[src/hdl/wrist_stillness_and_tilt_controller_core_macros.svh]
// ----------------------------------------------------------------------------
// wrist stillness and tilt controller: assertion macros
// shared concurrent assertion forms, clocked on clk and quiet during rst
// ----------------------------------------------------------------------------
`ifndef WRIST_STILLNESS_AND_TILT_CONTROLLER_CORE_MACROS_SVH
`define WRIST_STILLNESS_AND_TILT_CONTROLLER_CORE_MACROS_SVH

// condition must hold in the same cycle as the trigger
`define WSTC_ASSERT_SAME(label, trig, cond, msg) \
  label: assert property (@(posedge clk) disable iff (rst) (trig) |-> (cond)) \
    else $error(msg);

// condition must hold in the cycle after the trigger
`define WSTC_ASSERT_NEXT(label, trig, cond, msg) \
  label: assert property (@(posedge clk) disable iff (rst) (trig) |=> (cond)) \
    else $error(msg);

`endif

[src/hdl/wstc_pkg.sv]
// ----------------------------------------------------------------------------
// wstc_pkg
// types and constants of the wrist stillness and tilt controller
// ----------------------------------------------------------------------------
package wstc_pkg;

  localparam int WINDOW_DEPTH = 30;
  localparam int SAMPLE_BITS  = 13;
  localparam int IDX_W        = (WINDOW_DEPTH > 1) ? $clog2(WINDOW_DEPTH) : 1;
  localparam int DIFF_W       = SAMPLE_BITS + 1;

  localparam int TOL_W        = 13;
  localparam int TRIP_W       = 13;
  localparam int COUNT_W      = 16;
  localparam int SPREAD_W     = 13;
  localparam int CFG_INDEX_W  = 4;

  localparam int IN_DATA_W    = ((1 + SAMPLE_BITS + 7) / 8) * 8;
  localparam int OUT_PACK_W   = 2 + COUNT_W + SPREAD_W;
  localparam int OUT_DATA_W   = ((OUT_PACK_W + 7) / 8) * 8;

  localparam logic [TOL_W-1:0]         TOLERANCE_RESET = TOL_W'(50);
  localparam logic signed [TRIP_W-1:0] TRIP_RESET      = TRIP_W'(-800);
  localparam logic signed [SAMPLE_BITS-1:0] WIN_RESET_LOW  = SAMPLE_BITS'(-100);
  localparam logic signed [SAMPLE_BITS-1:0] WIN_RESET_HIGH = SAMPLE_BITS'(100);
  localparam logic [SPREAD_W-1:0]      SPREAD_MAX      = '1;

  localparam logic [CFG_INDEX_W-1:0] REG_TOLERANCE = CFG_INDEX_W'(0);
  localparam logic [CFG_INDEX_W-1:0] REG_TRIP      = CFG_INDEX_W'(1);

  localparam logic [1:0] MODE_TICK = 2'd0;
  localparam logic [1:0] MODE_TAP  = 2'd1;
  localparam logic [1:0] MODE_TILT = 2'd2;

  typedef enum logic [2:0] {
    EV_NONE    = 3'd0,
    EV_SLEPT   = 3'd1,
    EV_WOKE    = 3'd2,
    EV_ARMED   = 3'd3,
    EV_STARTED = 3'd4,
    EV_STOPPED = 3'd5
  } event_t;

  typedef enum logic [1:0] {
    ST_IDLE,
    ST_SCAN,
    ST_FINISH
  } state_t;

endpackage

[src/hdl/wrist_stillness_and_tilt_controller_core.sv]
// ----------------------------------------------------------------------------
// wrist_stillness_and_tilt_controller_core
// sleep on a still window, wake on tap, stopwatch toggled by a tilt gesture
// ----------------------------------------------------------------------------
// channel   dir  handshake          payload
// s_*       in   s_tvalid/s_tready  tuser mode, tdata minute_start + accel_x
// m_*       out  m_tvalid/m_tready  tuser event_code, tdata flags/elapsed/spread
// cfg_*     in   cfg_valid/cfg_ready cfg_index, cfg_data
//
// taps, tilts and ticks without a minute start finish in the accept cycle.
// a minute tick writes the sample, then takes one compare step per window entry
// through the shared min/max unit, then loads its result once the output is free.
// the input is not ready while a scan runs or a result waits unaccepted.
// rst is synchronous and loads the window with its start values at once.
// cfg_ready is always high.
`include "wrist_stillness_and_tilt_controller_core_macros.svh"

module wrist_stillness_and_tilt_controller_core
  import wstc_pkg::*;
(
  input  logic                   clk,
  input  logic                   rst,
  input  logic                   s_tvalid,
  output logic                   s_tready,
  input  logic [IN_DATA_W-1:0]   s_tdata,   // minute_start, accel_x, zero fill
  input  logic [1:0]             s_tuser,   // mode
  output logic                   m_tvalid,
  input  logic                   m_tready,
  output logic [OUT_DATA_W-1:0]  m_tdata,   // asleep, stopwatch_on, elapsed_seconds,
                                            // window_spread, zero fill
  output logic [2:0]             m_tuser,   // event_code
  input  logic                   cfg_valid,
  output logic                   cfg_ready,
  input  logic [CFG_INDEX_W-1:0] cfg_index,
  input  logic [TOL_W-1:0]       cfg_data
);

  state_t state, state_next;

  logic signed [SAMPLE_BITS-1:0] win [WINDOW_DEPTH];
  logic [IDX_W-1:0] pos, pos_next;
  logic [IDX_W-1:0] scan_idx, scan_idx_next;
  logic signed [SAMPLE_BITS-1:0] lo, lo_next, hi, hi_next;

  logic sleeping, sleeping_next;
  logic stopwatch, stopwatch_next;
  logic armed, armed_next;
  logic [COUNT_W-1:0] count, count_next;

  logic [TOL_W-1:0]         tolerance;
  logic signed [TRIP_W-1:0] trip;

  logic                out_asleep, out_sw;
  logic [COUNT_W-1:0]  out_elapsed, out_elapsed_next;
  logic [SPREAD_W-1:0] out_spread, out_spread_next;
  event_t              out_code, out_code_next;
  logic                out_load;

  logic s_accept, out_free, win_we;
  logic minute_in;
  logic signed [SAMPLE_BITS-1:0] x_in, entry;
  logic [COUNT_W-1:0] sw_elapsed, sw_count;
  logic [DIFF_W-1:0] diff;

  assign minute_in = s_tdata[0];
  assign x_in      = $signed(s_tdata[SAMPLE_BITS:1]);
  assign out_free  = !m_tvalid || m_tready;
  assign s_tready  = (state == ST_IDLE) && out_free;
  assign s_accept  = s_tvalid && s_tready;
  assign cfg_ready = 1'b1;

  assign entry = win[scan_idx];
  assign diff  = DIFF_W'($signed({hi[SAMPLE_BITS-1], hi}) - $signed({lo[SAMPLE_BITS-1], lo}));

  // stopwatch step of an awake tick that does not fall asleep
  assign sw_elapsed = stopwatch ? count : '0;
  assign sw_count   = stopwatch ? COUNT_W'(count + 1'b1) : '0;

  always_comb begin
    state_next       = state;
    pos_next         = pos;
    scan_idx_next    = scan_idx;
    lo_next          = lo;
    hi_next          = hi;
    sleeping_next    = sleeping;
    stopwatch_next   = stopwatch;
    armed_next       = armed;
    count_next       = count;
    out_load         = 1'b0;
    out_elapsed_next = '0;
    out_spread_next  = '0;
    out_code_next    = EV_NONE;
    win_we           = 1'b0;

    unique case (state)
      ST_IDLE: begin
        if (s_accept) begin
          out_load = 1'b1;
          unique case (s_tuser)
            MODE_TICK: begin
              if (!sleeping) begin
                if (minute_in) begin
                  win_we        = 1'b1;
                  pos_next      = (pos == IDX_W'(WINDOW_DEPTH - 1)) ? '0 : IDX_W'(pos + 1'b1);
                  scan_idx_next = '0;
                  out_load      = 1'b0;
                  state_next    = ST_SCAN;
                end else begin
                  out_elapsed_next = sw_elapsed;
                  count_next       = sw_count;
                end
              end
            end
            MODE_TAP: begin
              if (sleeping) begin
                sleeping_next = 1'b0;
                out_code_next = EV_WOKE;
              end else begin
                armed_next    = 1'b1;
                out_code_next = EV_ARMED;
              end
            end
            MODE_TILT: begin
              if (armed) begin
                if (x_in < trip) begin
                  stopwatch_next = !stopwatch;
                  out_code_next  = stopwatch ? EV_STOPPED : EV_STARTED;
                end
                armed_next = 1'b0;
              end
            end
            default: begin
            end
          endcase
        end
      end
      ST_SCAN: begin
        if (scan_idx == '0) begin
          lo_next = entry;
          hi_next = entry;
        end else begin
          lo_next = (entry < lo) ? entry : lo;
          hi_next = (entry > hi) ? entry : hi;
        end
        if (scan_idx == IDX_W'(WINDOW_DEPTH - 1)) begin
          state_next = ST_FINISH;
        end else begin
          scan_idx_next = IDX_W'(scan_idx + 1'b1);
        end
      end
      ST_FINISH: begin
        if (out_free) begin
          out_load        = 1'b1;
          out_spread_next = (diff > DIFF_W'(SPREAD_MAX)) ? SPREAD_MAX : SPREAD_W'(diff);
          if (diff < DIFF_W'(tolerance)) begin
            sleeping_next = 1'b1;
            out_code_next = EV_SLEPT;
          end else begin
            out_elapsed_next = sw_elapsed;
            count_next       = sw_count;
          end
          state_next = ST_IDLE;
        end
      end
      default: begin
        state_next = ST_IDLE;
      end
    endcase
  end

  always_ff @(posedge clk) begin
    if (rst) begin
      state <= ST_IDLE;
    end else begin
      state <= state_next;
    end
  end

  always_ff @(posedge clk) begin
    if (rst) begin
      pos       <= '0;
      sleeping  <= 1'b0;
      stopwatch <= 1'b0;
      armed     <= 1'b0;
      count     <= '0;
      m_tvalid  <= 1'b0;
      tolerance <= TOLERANCE_RESET;
      trip      <= TRIP_RESET;
    end else begin
      pos       <= pos_next;
      sleeping  <= sleeping_next;
      stopwatch <= stopwatch_next;
      armed     <= armed_next;
      count     <= count_next;
      if (out_load) begin
        m_tvalid <= 1'b1;
      end else if (m_tready) begin
        m_tvalid <= 1'b0;
      end
      if (cfg_valid && cfg_ready) begin
        if (cfg_index == REG_TOLERANCE) begin
          tolerance <= cfg_data;
        end else if (cfg_index == REG_TRIP) begin
          trip <= $signed(cfg_data);
        end
      end
    end
  end

  // window store with its start pattern
  always_ff @(posedge clk) begin
    if (rst) begin
      for (int i = 0; i < WINDOW_DEPTH; i++) begin
        if (i == 1) begin
          win[i] <= WIN_RESET_LOW;
        end else if (i == 2) begin
          win[i] <= WIN_RESET_HIGH;
        end else begin
          win[i] <= '0;
        end
      end
    end else if (win_we) begin
      win[pos] <= x_in;
    end
  end

  // datapath registers, no reset needed
  always_ff @(posedge clk) begin
    scan_idx <= scan_idx_next;
    lo       <= lo_next;
    hi       <= hi_next;
    if (out_load) begin
      out_asleep  <= sleeping_next;
      out_sw      <= stopwatch_next;
      out_elapsed <= out_elapsed_next;
      out_spread  <= out_spread_next;
      out_code    <= out_code_next;
    end
  end

  assign m_tdata = {{(OUT_DATA_W - OUT_PACK_W){1'b0}},
                    out_spread, out_elapsed, out_sw, out_asleep};
  assign m_tuser = out_code;

  `WSTC_ASSERT_SAME(a_ready_only_idle, s_tready, state == ST_IDLE,
                    "input ready outside idle")
  `WSTC_ASSERT_SAME(a_scan_in_range, state == ST_SCAN,
                    scan_idx <= IDX_W'(WINDOW_DEPTH - 1), "scan index past window")
  `WSTC_ASSERT_NEXT(a_minute_scans,
                    s_accept && (s_tuser == MODE_TICK) && minute_in && !sleeping,
                    (state == ST_SCAN) && (scan_idx == '0) && !m_tvalid,
                    "minute tick did not start a scan")
  `WSTC_ASSERT_SAME(a_sleep_reported, $rose(sleeping),
                    m_tvalid && (out_code == EV_SLEPT) && out_asleep,
                    "sleep entered without a slept word")

endmodule
[config.mk]
export PLATFORM = sky130hd
export DESIGN_NAME = wrist_stillness_and_tilt_controller_core
export DESIGN_NICKNAME = d
export VERILOG_FILES = /design/src/hdl/wstc_pkg.sv /design/src/hdl/wrist_stillness_and_tilt_controller_core.sv
export VERILOG_INCLUDE_DIRS = /design/src /design/src/hdl
export SDC_FILE = /design/constraint.sdc
export NUM_CORES = 1
export LEC_CHECK = 0
export BUFFER_PORTS_ARGS = -buffer_cell sky130_fd_sc_hd__buf_2
export CAP_MARGIN = 10
export CORE_MARGIN = 8
export CORE_UTILIZATION = 30
export CTS_CLUSTER_DIAMETER = 60
export CTS_CLUSTER_SIZE = 40
export DETAILED_ROUTE_END_ITERATION = 6
export SYNTH_ARGS = -nofsm -noshare
export SYNTH_HDL_FRONTEND = slang
export SYNTH_SLANG_ARGS = --single-unit
[constraint.sdc]
create_clock -name clk -period 5 [get_ports clk]
set_input_delay 0.25 -clock clk [delete_from_list [all_inputs] [get_ports clk]]
set_output_delay 0.25 -clock clk [all_outputs]
set_load 0.02 [all_outputs]
# After elaboration in Yosys (flattened, before gate mapping)
# Memory sizes are Yosys's and may differ from the RTL's. A register that Yosys moved wholly into a read port is not among the register bits.
# Index checks and enable logic that the tools add are counted.
[word_totals] register_bits=118 latch_bits=0 ram_bits=390 romBits=0 inputBits=40 n_memories=1
[memory_table] memory="win" words=30 word_bits=13 read_ports=1 rd_ports_with_merged_regs=1 wr=30 line_no="wrist_stillness_and_tilt_controller_core.sv:40" source="logic signed [SAMPLE_BITS-1:0] win [WINDOW_DEPTH];"
[op_classes] n_addsub=4 mul=0 n_div=0 magnitude_cmp=5 eq_ne=17 n_shift=0 muxes=78 bitwise=2 reduce_logical=26
[op_table] cell="16-bit 2-to-1 mux" count=14
[op_table] cell="13-bit 2-to-1 mux" count=6
[op_table] cell="16-bit case mux with 2 select lines" count=2
[op_table] cell="5-bit 2-to-1 mux" count=8
[op_table] cell="1-bit 2-to-1 mux" count=32
[op_table] cell="13-bit < comparator" count=2
[op_table] cell="2-bit != test, second input constant" count=9
[op_table] cell="16-bit by 1-bit adder with 16-bit output, second input constant" count=1
[op_table] cell="14-bit by 13-bit > comparator with 1-bit output, second input constant" count=1
[op_table] cell="14-bit by 13-bit < comparator with 1-bit output" count=1
[op_table] cell="13-bit by 13-bit subtractor with 14-bit output" count=1
[op_table] cell="13-bit > comparator" count=1
[op_table] cell="13-bit OR reduction" count=1
[op_table] cell="2-bit 2-to-1 mux" count=6
[op_table] cell="3-bit case mux with 2 select lines" count=2
[op_table] cell="6-bit AND reduction" count=2
[op_table] cell="2-bit nonzero test" count=6
[op_table] cell="5-bit by 1-bit adder with 5-bit output, second input constant" count=2
[op_table] cell="5-bit == test, second input constant" count=2
[op_table] cell="5-bit case mux with 2 select lines" count=1
[op_table] cell="3-bit 2-to-1 mux" count=3
[op_table] cell="2-bit AND reduction" count=4
[op_table] cell="7-bit AND reduction" count=1
[op_table] cell="1-bit case mux with 2 select lines" count=3
[op_table] cell="15 further kinds" count=21

# Depth between registers and ports, before layout
# Gate-level depths: netlist of the first run.
[logic_depth] depth_word=11 depth_mapped=19 depth_no_buf=18

# Worst setup path before layout of the first run
# No wires, ideal clock.
[synth_path] path_kind="flip-flop to flip-flop" start="register (tool-made name)" end="register lo[0], enable pin" setup_time_ns=0.391 arrival_time_ns=4.543 required_ns=4.609 path_slack_ns=0.066 path_stages_with_launch=15 period_less_slack_ns=4.934 path_cell_list="dfxtp_1 clkbuf_1 buf_2 buf_1 buf_2 mux4_2 mux4_2 mux2_2 ha_1 nand2b_1 a2111oi_0 o21ai_0 a21o_1 or4b_1 a31oi_1"
[synth_rtl] item="to (signal assigned)" line_no="wrist_stillness_and_tilt_controller_core.sv:230" source="lo <= lo_next;"
[synth_rtl] item="to (decl)" line_no="wrist_stillness_and_tilt_controller_core.sv:43" source="logic signed [SAMPLE_BITS-1:0] lo, lo_next, hi, hi_next;"

==> results of run 1 <==
-- layer usage --
metal  GRT usage [%]  routed length [microns]
met5               0                        0
met4           3.579                     1563
met3           1.873                     3312
met2           22.58                    31840
met1           18.00                    27890
-- how the worst max path moves through the flow --
stage                endpoint   from  cells after the start
6_report                lo[6]   flop                     12
5_1_grt                 lo[6]   flop                     12
4_1_cts                lo[12]   flop                     12
3_5_place_dp   out_elapsed[5]  lo[1]                     16
3_3_place_gp            lo[7]   flop                     12
2_1_floorplan           lo[0]   flop                     14
-- where the power goes --
part | switching (mW) | leakage [nW] | internal (mW) | total (mW)
logic | 0.535 | 4.52 | 0.363 | 0.898
clock network | 1.82 | 0.660 | 1.59 | 3.41
registers | 0.0671 | 5.14 | 5.06 | 5.13
-- worst max-delay path, cell delays in order (launching register included) --
cell and delay, ns:
dfxtp_4 0.50, buf_12 0.26, buf_4 0.24, mux4_2 0.59, mux4_2 0.54, mux2_2 0.35
ha_1 0.21, a2111oi_0 0.35, o21ai_0 0.16, a21o_1 0.20, or4b_1 0.51, a31oi_1 0.23
buf_4 0.22
-- per-stage QoR --
step	worst slack (ns)	power, mW	utilization (%)
3_3_place_gp	0.3841	6.101	32.42
5_1_grt	0.1082	9.750	34.20
6_report	0.3323	9.434	34.21
3_5_place_dp	0.3976	6.125	32.42
2_1_floorplan	0.06579	5.759	-
4_1_cts	0.3498	9.526	34.19
-- final cells by class --
| type | instances | share of cell area [%] |
|---|---|---|
| clock inverters | 30 | 1.209 |
| repair buffers | 158 | 3.829 |
| multi-input cells | 1118 | 31.84 |
| flip-flops and latches | 539 | 53.69 |
| clock buffers | 43 | 3.481 |
| diodes | 2 | 0.01721 |
| well taps | 1144 | 4.922 |
| inverters | 78 | 1.007 |
-- kinds of logic (layout without fill, tap and decap cells) --
kind of cell / count (synthesis) / in the layout
other: 2 / 4
buffers and inverters: 216 / 309
DFF: 539 / 539
AOI/OAI and AO/OA: 179 / 179
xor gates and xnor gates: 17 / 17
muxes: 149 / 149
and+or+nand+nor: 696 / 696
adders and majority gates: 75 / 75
-- registers in the layout, summed over array words and instances (netlist names), named ones only --
name,flops
tolerance,13
scan_idx,5
out_elapsed,16
out_sw,1
out_spread,13
win,416
count,16
m_tuser,3
hi,13
pos,5
trip,13
sleeping,1
m_tvalid,1
stopwatch,1
state,2
out_asleep,1
armed,1
lo,13
-- cells in the mapped netlist, drive strengths merged (24+ instances only) --
cell | number | share of area [%]
a21oi | 52 | 1.0
and2 | 401 | 9.8
buf | 30 | 0.63
clkbuf | 108 | 1.6
dfxtp | 58 | 4.5
edfxtp | 481 | 56
ha | 74 | 3.6
inv | 78 | 1.1
mux4 | 124 | 11
nand2 | 104 | 1.5
nand3 | 24 | 0.49
nor2 | 61 | 0.89
o21ai | 50 | 0.97
-- repair_timing --
| item | CTS | global route |
|---|---|---|
| buffers inserted | 0 | 0 |
| gates resized for setup | 0 | 1 |
| endpoints found under the setup margin | 0 | 16 |
| endpoints found under the hold margin | 27 | 0 |
| hold buffers | 14 | 0 |
==> run metrics, run 1 <==
run status=finished, final reports clean; most used cells in the layout excluding fill and tap cells=edfxtp_1 (481), and2_1 (401), mux4_2 (124); post-synthesis to final-layout area growth=13.13%; initial antenna violation count=3; floorplan row count=107; Layout Cell Area excl Fill=0.02908 sq mm; power density relative to cell area=324.4 mW/mm^2; proportion of synthesized area in mux cells=11.94%; Total Wirelength=approximately 65000 microns; pin count of the biggest net entering global routing=40; Hold Slack=0.01150 ns; Clk Latency, worst-skew pair=~0.61 ns; worst-case hold path end point=tolerance[2]; Mean Syn Cell Area=13.72 sq um; Arrival @ worst endpoint=a little under 5 ns; leading cell type in the layout, fill and taps excluded=edfxtp_1; Post-Synth Adder-Cell Area=3.680%; required time reported for the critical path endpoint=5.26 ns; effective utilization at floorplan=30.24%; total track usage=a little over an eighth; Clock Tree Root=clkbuf_16; first-pass GRT wire length=approximately 98000 microns; # clock sinks=between 500 and 600; simple logic cell fraction of the synthesized area=between 15 and 20%; largest family of logic cells by synthesized area=simple AND/OR/NAND/NOR gates; max-cap viol count=0; maximum clock frequency=0.2142 GHz; DRC violations left=0; CTS tree=built; H-tree level count=2; synth unique cells=63; endpoint type of the worst setup path=flop; post-route antenna net violation count=0; final routed wire length divided by cell count=roughly 21 microns; final weighted congestion in routability-driven placement=0.8744; Tightest Hold Check Type=in -> reg; via count=15160; fin crit share=93.35%; highest net fanout along the worst path=23; area fraction in compound gates after synthesis=4.449%; hold path startpoint=cfg_index[3]; endpoint of the worst register-to-register path=lo[6]; layout filler cell count=8202; Final nets=2050; instance count after placement with tap cells included=slightly above 3000; total area of multi-input combinational cells=0.009259 sq mm; time the worst path needs with I/O delays and setup=between 4 and 5 ns; number of warning messages in the yosys log=0; via density per instance=approximately 4.9; Die X=308.7 microns; setup total negative slack=0 ns; proportion of synthesized flip-flops having asynchronous set or reset=0%; class of the most critical setup path=reg -> reg; number of cells produced by synthesis=1873; Final Max Slew Viols=0; synthesized net count=~2000; skew final=0.06401 ns; FF-to-FF setup slack=0.33 ns; Std-Cell Core Area=0.08501 sq mm; port bufs=73; length in cells of the worst reg-to-reg path=12; post-synthesis xor/xnor area fraction=less than 1%; final-report setup violation count=0; Placed Instance Area=0.02756 sq mm; number of global-route vias before repair=15490; Post-Syn Area=0.02570 sq mm; largest voltage drop on the vdd net=approximately 0.00024 V; clock slew at the register clock pins of the worst setup and hold paths=0.08 ns; fraction of layout instances using a drive strength above 1=19.02%; Synth Register Bits=between 500 and 600; Leak Pwr=10.32 nW; initial drt markers=between 1000 and 1500; slew of the pin with the lowest slew margin=1.078 ns; half-perimeter wire length of the detailed placement result=43430 microns; die outline area=0.09531 sq mm; Die Y-Extent=308.7 microns; Max transition margin=about 28%; number of enable-type register cells in the synthesized netlist=481; Reg area=about 0.016 sq mm; total grt overflow=0; Hold Path Stages=4; CTS max path bufs=3; # IOs=78; RSZ-0062 raised after global routing=no; Worst Setup Start Kind=flop; main flop type after synthesis=edfxtp_1; number of failing hold endpoints at the final stage=0; fin cells=3112; number of detailed-route iterations in the first pass=5; number of buffers added by the clock tree synthesis step=40; sequential share of the synthesized area=60.71%
Power figures use the tool's default switching activity.
==> inputs of run 2 (changes only) <==
--- a/config.mk
+++ b/config.mk
@@ -8,6 +8,7 @@
 export LEC_CHECK = 0
 export BUFFER_PORTS_ARGS = -buffer_cell sky130_fd_sc_hd__buf_2
 export CAP_MARGIN = 10
+export CORE_ASPECT_RATIO = 2
 export CORE_MARGIN = 8
 export CORE_UTILIZATION = 30
 export CTS_CLUSTER_DIAMETER = 60
==> run 2 against run 1 <==
Non-clock buffer count is the same. Register-to-register slack lost 0.08 ns. Final cell count shrank 2.4%. Power shrank 1.0%. Worst setup slack lost 0.081 ns. Sequential cell count is the same. Core utilization shrank 0.33 points. Via count shrank 2.0%. Clock-buffer cell count shrank 3. Design area shrank 0.53%. Global-route usage shrank 0.49 points. Largest power group unchanged.
==> run metrics, run 2 (synthesized netlist as in run 1, its figures left out) <==
run status=finished, final reports clean; final weighted congestion in routability-driven placement=0.8371 (-4.3%); Die Y-Extent=430.0 microns (+39%); number of failing hold endpoints at the final stage=0 (unchanged); pin count of the biggest net entering global routing=58 (+45%); register containing the most flip-flops in the final layout=win; slew of the pin with the lowest slew margin=1.156 ns (+0.07816 ns); endpoint of the worst register-to-register path=lo[3]; final-report setup violation count=0 (unchanged); Clock Tree Root=clkbuf_16; class of the most critical setup path=reg -> reg; floorplan row count=152 (+42%); maximum clock frequency=0.2106 GHz (-1.7%); sequential group share of total power=54.9% (+0.6 points); final routed wire length divided by cell count=20.82 microns (+0.28%); # clock sinks=539 (unchanged); time the worst path needs with I/O delays and setup=4.749 ns (+0.08091 ns); Final Max Slew Viols=0 (unchanged); total grt overflow=0 (unchanged); post-synthesis to final-layout area growth=12.52%; RSZ-0062 raised after global routing=no; length in cells of the worst reg-to-reg path=12 (unchanged); total area of multi-input combinational cells=0.009261 sq mm (about the same); max-cap viol count=0 (unchanged); initial antenna violation count=4 (+1); Leak Pwr=10.29 nW (-0.30%); number of detailed-route iterations in the first pass=5 (unchanged); endpoint type of the worst setup path=flop; post-route antenna net violation count=0 (unchanged); CTS tree=built; CTS max path bufs=3 (unchanged); post-CTS sizing=0 (unchanged); layout filler cell count=8149 (-0.65%); registers with the most flip-flops=win (416), count (16), out_elapsed (16); number of buffers added by the clock tree synthesis step=35 (-13%); Final nets=2045 (-0.24%); hold path startpoint=m_tready; number of global-route vias before repair=14910 (-3.7%); via count=14860 (-2.0%); max reg flops=416 (unchanged); highest net fanout along the worst path=16 (-30%); fraction of layout instances using a drive strength above 1=18.76% (-0.26 points); Tightest Hold Check Type=in -> reg; Hold Path Stages=3 (-1); initial drt markers=1452 (+13%); half-perimeter wire length of the detailed placement result=42490 microns (-2.2%); total track usage=12.87% (-0.49 points); Die X=223.0 microns (-28%); Std-Cell Core Area=0.08539 sq mm (+0.45%); clock slew at the register clock pins of the worst setup and hold paths=0.09 ns (about the same); first-pass GRT wire length=94360 microns (-3.4%); Comb pwr share=9.5% (about the same); Sw Share=25.02% (-0.61 points); fin crit share=94.97% (+1.6 points); NetSw=2.337 mW (-3.4%); Layout Cell Area excl Fill=0.02892 sq mm (-0.53%); die outline area=0.09587 sq mm (+0.60%); leading cell type in the layout, fill and taps excluded=edfxtp_1; Setup Fix Bufs, Post-CTS=0 (unchanged); Reg area=0.01562 sq mm (about the same); cell-internal power=7.002 mW (-0.20%); Placed Instance Area=0.02750 sq mm (-0.23%); Hold Slack=0.05562 ns (+0.04411 ns); largest voltage drop on the vdd net=0.0002903 V (+19%); Worst Setup Start Kind=flop; port bufs=73 (unchanged); Arrival @ worst endpoint=5.01 ns (+0.08 ns); DRC violations left=0 (unchanged); power density relative to cell area=322.9 mW/mm^2 (-0.48%); Max transition margin=22.95% (-4.7 points); # IOs=78 (unchanged); Clk Latency, worst-skew pair=0.59 ns (-0.02 ns); setup total negative slack=0 ns (unchanged); via density per instance=4.894 (+0.49%); FF-to-FF setup slack=0.25 ns (-0.08 ns); Total Wirelength=63210 microns (-2.2%); most used cells in the layout excluding fill and tap cells=edfxtp_1 (481), and2_1 (401), mux4_2 (124); Clock Power Share=35.6% (-0.5 points); worst-case hold path end point=m_tvalid; H-tree level count=2 (unchanged); effective utilization at floorplan=30.10% (-0.13 points); required time reported for the critical path endpoint=5.26 ns (about the same); skew final=0.04243 ns (-0.02159 ns)
## run 2: changes by cell type in the layout (fill, tap and decap cells not counted), sizes merged
| cell | delta |
|---|---|
| clkinv | -7 |
| bufinv | +2 |
| dlygate4sd3 | -1 |
| clkbuf | -3 |
| buf | +1 |
| clkinvlp | -2 |
## run 2: power groups by stage
| stage | combinational, mW | clock [mW] | sequential [mW] |
|---|---|---|---|
| floorplan | 0.540 | 0 | 5.22 |
| global placement | 0.873 | 0 | 5.23 |
| detailed placement | 0.883 | 0 | 5.23 |
| CTS | 0.896 | 3.40 | 5.13 |
| global route | 0.952 | 3.55 | 5.15 |
| finish | 0.883 | 3.33 | 5.13 |
## run 2: cell type report
class / instances / share of cell area [%]
Antenna cell: 2 / 0.01730
Clock buffer: 40 / 3.240
Clock inverter: 23 / 1.220
Inverter: 78 / 1.012
Multi-Input combinational cell: 1118 / 32.02
Sequential cell: 539 / 53.99
Tap cell: 1078 / 4.663
Timing Repair Buffer: 158 / 3.841
## run 2: worst max-delay path, cell delays in order (launching register included)
cell and delay, ns:
dfxtp_4 0.61, buf_4 0.34, mux4_2 0.55, mux4_2 0.46
mux2_2 0.34, ha_1 0.31, nand2b_1 0.07, a2111oi_0 0.42
o21ai_0 0.19, a21o_1 0.21, or4b_1 0.49, a31oi_1 0.20
buf_4 0.24
## run 2: worst max path at each step
stage,start,endpoint,slack (ns),cells after the start
3_3_place_gp,flop,lo[6],0.31,12
6_report,flop,lo[3],0.25,12
2_1_floorplan,flop,lo[0],0.07,14
4_1_cts,flop,lo[11],0.27,12
5_1_grt,flop,lo[4],0.02,12
3_5_place_dp,flop,lo[6],0.31,12
## run 2: metrics by stage
| step | cells | worst slack (ns) | util (%) | power, mW |
|---|---|---|---|---|
| 2_1_floorplan | 1873 | 0.06579 | - | 5.759 |
| 3_3_place_gp | 2958 | 0.3081 | 32.20 | 6.099 |
| 3_5_place_dp | 2958 | 0.3111 | 32.20 | 6.116 |
| 4_1_cts | 3034 | 0.2657 | 33.87 | 9.427 |
| 5_1_grt | 3034 | 0.02305 | 33.87 | 9.646 |
| 6_report | 3036 | 0.2514 | 33.87 | 9.338 |
## run 2: timing repair
item | CTS | global route
hold buffers | 13 | 0
setup endpoints to repair | 0 | 0
hold endpoints to repair | 24 | 0
## run 2: routing by layer
metal  vias up  GRT usage, %  part of all wire (%)
met4         2         3.789                   2.7
met5         -             0                 0.021
met2       391         21.29                    48
li1       6944             -                     -
met3        74         1.964                   5.4
met1      7446         17.32                    43
==> inputs of run 3 (changes only) <==
--- a/config.mk
+++ b/config.mk
@@ -11,6 +11,7 @@
 export CORE_ASPECT_RATIO = 2
 export CORE_MARGIN = 8
 export CORE_UTILIZATION = 30
+export CTS_BUF_LIST = sky130_fd_sc_hd__clkbuf_4 sky130_fd_sc_hd__clkbuf_8
 export CTS_CLUSTER_DIAMETER = 60
 export CTS_CLUSTER_SIZE = 40
 export DETAILED_ROUTE_END_ITERATION = 6
==> run 3 against run 2 <==
The run now ends with design-rule violations left. Core utilization decreased by 0.42 points. Register-to-register slack better by 0.08 ns. Clock skew is 0.025 ns higher. Power is 7.7% lower. Final cell count rose by 0.20%. Fmax grew 1.6%. Worst setup slack improved by 0.076 ns. First-iteration DRC count fell by 2.0%. Via count down 0.31%. Sequential share of layout area grew 0.67 points. Non-clock buffer count rose by 6. Sequential power about the same.
==> run metrics, run 3 (synthesized netlist as in run 1, its figures left out) <==
run status=complete, but fails checks; violated checks=design-rule violations; required time reported for the critical path endpoint=5.33 ns (+0.07 ns); endpoint type of the worst setup path=flop; number of global-route vias before repair=14940 (+0.23%); via density per instance=4.869 (-0.51%); total track usage=12.85% (-0.024 points); hold path startpoint=s_tdata[8]; number of buffers added by the clock tree synthesis step=35 (unchanged); final weighted congestion in routability-driven placement=0.8371 (unchanged); power density relative to cell area=301.9 mW/mm^2 (-6.5%); DRC violations left=1 (+1); max reg flops=416 (unchanged); critical path's slowest cell=dfxtp_4; via count=14810 (-0.31%); largest voltage drop on the vdd net=0.0002869 V (-1.2%); maximum clock frequency=0.2140 GHz (+1.6%); slowest cell delay on critical path=0.73 ns (+0.12 ns); number of failing hold endpoints at the final stage=0 (unchanged); Final Max Slew Viols=0 (unchanged); floorplan row count=152 (unchanged); post-route antenna net violation count=0 (unchanged); fin crit share=93.46% (-1.5 points); effective utilization at floorplan=30.10% (unchanged); setup total negative slack=0 ns (unchanged); die outline area=0.09587 sq mm (unchanged); crit-path most repeated cell=mux4_2; port bufs=73 (unchanged); final-report setup violation count=0 (unchanged); # IOs=78 (unchanged); initial drt markers=1423 (-2.0%); initial antenna violation count=5 (+1); instance count after placement with tap cells included=2958 (unchanged); FF-to-FF setup slack=0.33 ns (+0.08 ns); class of the most critical setup path=reg -> reg; skew final=0.06786 ns (+0.02543 ns); total grt overflow=0 (unchanged); Total Wirelength=63230 microns (about the same); Clock Tree Root=clkbuf_8; Tightest Hold Check Type=in -> reg; Std-Cell Core Area=0.08539 sq mm (unchanged); Final nets=2051 (+0.29%); half-perimeter wire length of the detailed placement result=42490 microns (unchanged); first-pass GRT wire length=94210 microns (-0.16%); clock slew at the register clock pins of the worst setup and hold paths=0.14 ns (+0.05 ns); cells along the critical path=buf_12 > mux4_2 > mux4_2 > mux2_2 > ha_1 > nand2b_1 > a2111oi_0 > o21ai_0 > a21o_1 > or4b_1 > a31oi_1 > buf_4; register containing the most flip-flops in the final layout=win; slew of the pin with the lowest slew margin=1.140 ns (-0.01561 ns); worst setup slack before clock tree synthesis=0.3111 ns (unchanged); total area of multi-input combinational cells=0.009261 sq mm (unchanged); Worst Setup Slack, final=0.3270 ns (+0.07563 ns); time the worst path needs with I/O delays and setup=4.673 ns (-0.07563 ns); fin cells=3042 (+0.20%); Leak Pwr=10.13 nW (-1.5%); number of detailed-route iterations in the first pass=7 (+2); highest net fanout along the worst path=27 (+11); Arrival @ worst endpoint=5.01 ns (about the same); registers with the most flip-flops=win (416), count (16), out_elapsed (16); final routed wire length divided by cell count=20.79 microns (-0.16%); Die Y-Extent=430.0 microns (unchanged); CTS tree=built; H-tree level count=2 (unchanged); max-cap viol count=0 (unchanged); Reg area=0.01562 sq mm (unchanged); post-CTS sizing=0 (unchanged); leading cell type in the layout, fill and taps excluded=edfxtp_1; most used cells in the layout excluding fill and tap cells=edfxtp_1 (481), and2_1 (401), mux4_2 (124); RSZ-0062 raised after global routing=no; Worst Setup Start Kind=flop; post-synthesis to final-layout area growth=11.14%; Max transition margin=23.99% (+1.0 points); Die X=223.0 microns (unchanged); Clk Latency, worst-skew pair=0.67 ns (+0.08 ns); # clock sinks=539 (unchanged); layout filler cell count=8213 (+0.79%); pin count of the biggest net entering global routing=58 (unchanged); CTS max path bufs=3 (unchanged); fraction of layout instances using a drive strength above 1=19.06% (+0.30 points)
[run 3: cell types whose count changed in the layout (fill, tap and decap cells not counted)]
cell / before / now
clkbuf_8: 0 / 37
clkbuf_4: 0 / 3
buf_4: 66 / 70
clkbuf_16: 37 / 0
clkbuf_1: 3 / 0
dlygate4sd3_1: 13 / 15
[run 3: worst paths after layout]
| path | depth (start not counted) | end |
|---|---|---|
| worst max-delay path | 12 | lo[6] |
| worst min-delay path | 2 | win[5][7] |
| worst max register to register | 12 | lo[6] |
| worst min register to register | 2 | tolerance[9] |
[run 3: cell type report]
class                   count  area share, %
diodes                      2        0.01752
repair buffers            164          4.064
clock inverters            23          1.235
clock buffers              40          1.861
inverters                  78          1.025
flip-flops and latches    539          54.66
multi-input cells        1118          32.42
well taps                1078          4.721
[run 3: worst max-delay path, delay by kind of cell (launching register included)]
family	cells	cell delay (ns)
flip-flops	1	0.73
adder cells (fa/ha/maj)	1	0.31
AND/OR/NAND/NOR	2	0.56
buffers and inverters	2	0.49
multiplexers	3	1.25
AO/OA/AOI/OAI	4	1.01
[run 3: through the flow]
stage | cell area [sq um] | power (mW) | hold slack (ns) | utilization (%)
5_1_grt | 28570 | 8.922 | 0.03540 | 33.45
3_5_place_dp | 27500 | 6.116 | 0.4486 | 32.20
3_3_place_gp | 27500 | 6.099 | 0.4431 | 32.20
4_1_cts | 28530 | 8.705 | 0.02656 | 33.41
6_report | 28570 | 8.624 | 0.07135 | 33.46
2_1_floorplan | 25700 | 5.759 | 0.3489 | -
[run 3: layer usage]
| layer | global-route usage, % | share of wire, % | wire (microns) | up-vias |
|---|---|---|---|---|
| li1 | - | - | - | 6940 |
| met1 | 17.31 | 44 | 27670 | 7408 |
| met2 | 21.27 | 48 | 30370 | 368 |
| met3 | 1.800 | 5.1 | 3199 | 91 |
| met4 | 3.962 | 3.1 | 1968 | 4 |
| met5 | 0 | 0.043 | 27 | - |
[run 3: timing repair]
item / 4_1_cts / 5_1_grt
hold buffers: 15 / 0
endpoints found under the setup margin: 0 / 8
endpoints found under the hold margin: 29 / 0
buffers inserted: 0 / 4
[run 3: power breakdown]
part | switching [mW] | total (mW) | leakage (nW) | internal, mW
Sequential | 0.0674 | 5.13 | 5.14 | 5.06
Combinational | 0.524 | 0.889 | 4.55 | 0.365
Clock | 1.66 | 2.61 | 0.445 | 0.948
Total | 2.25 | 8.62 | 10.1 | 6.37
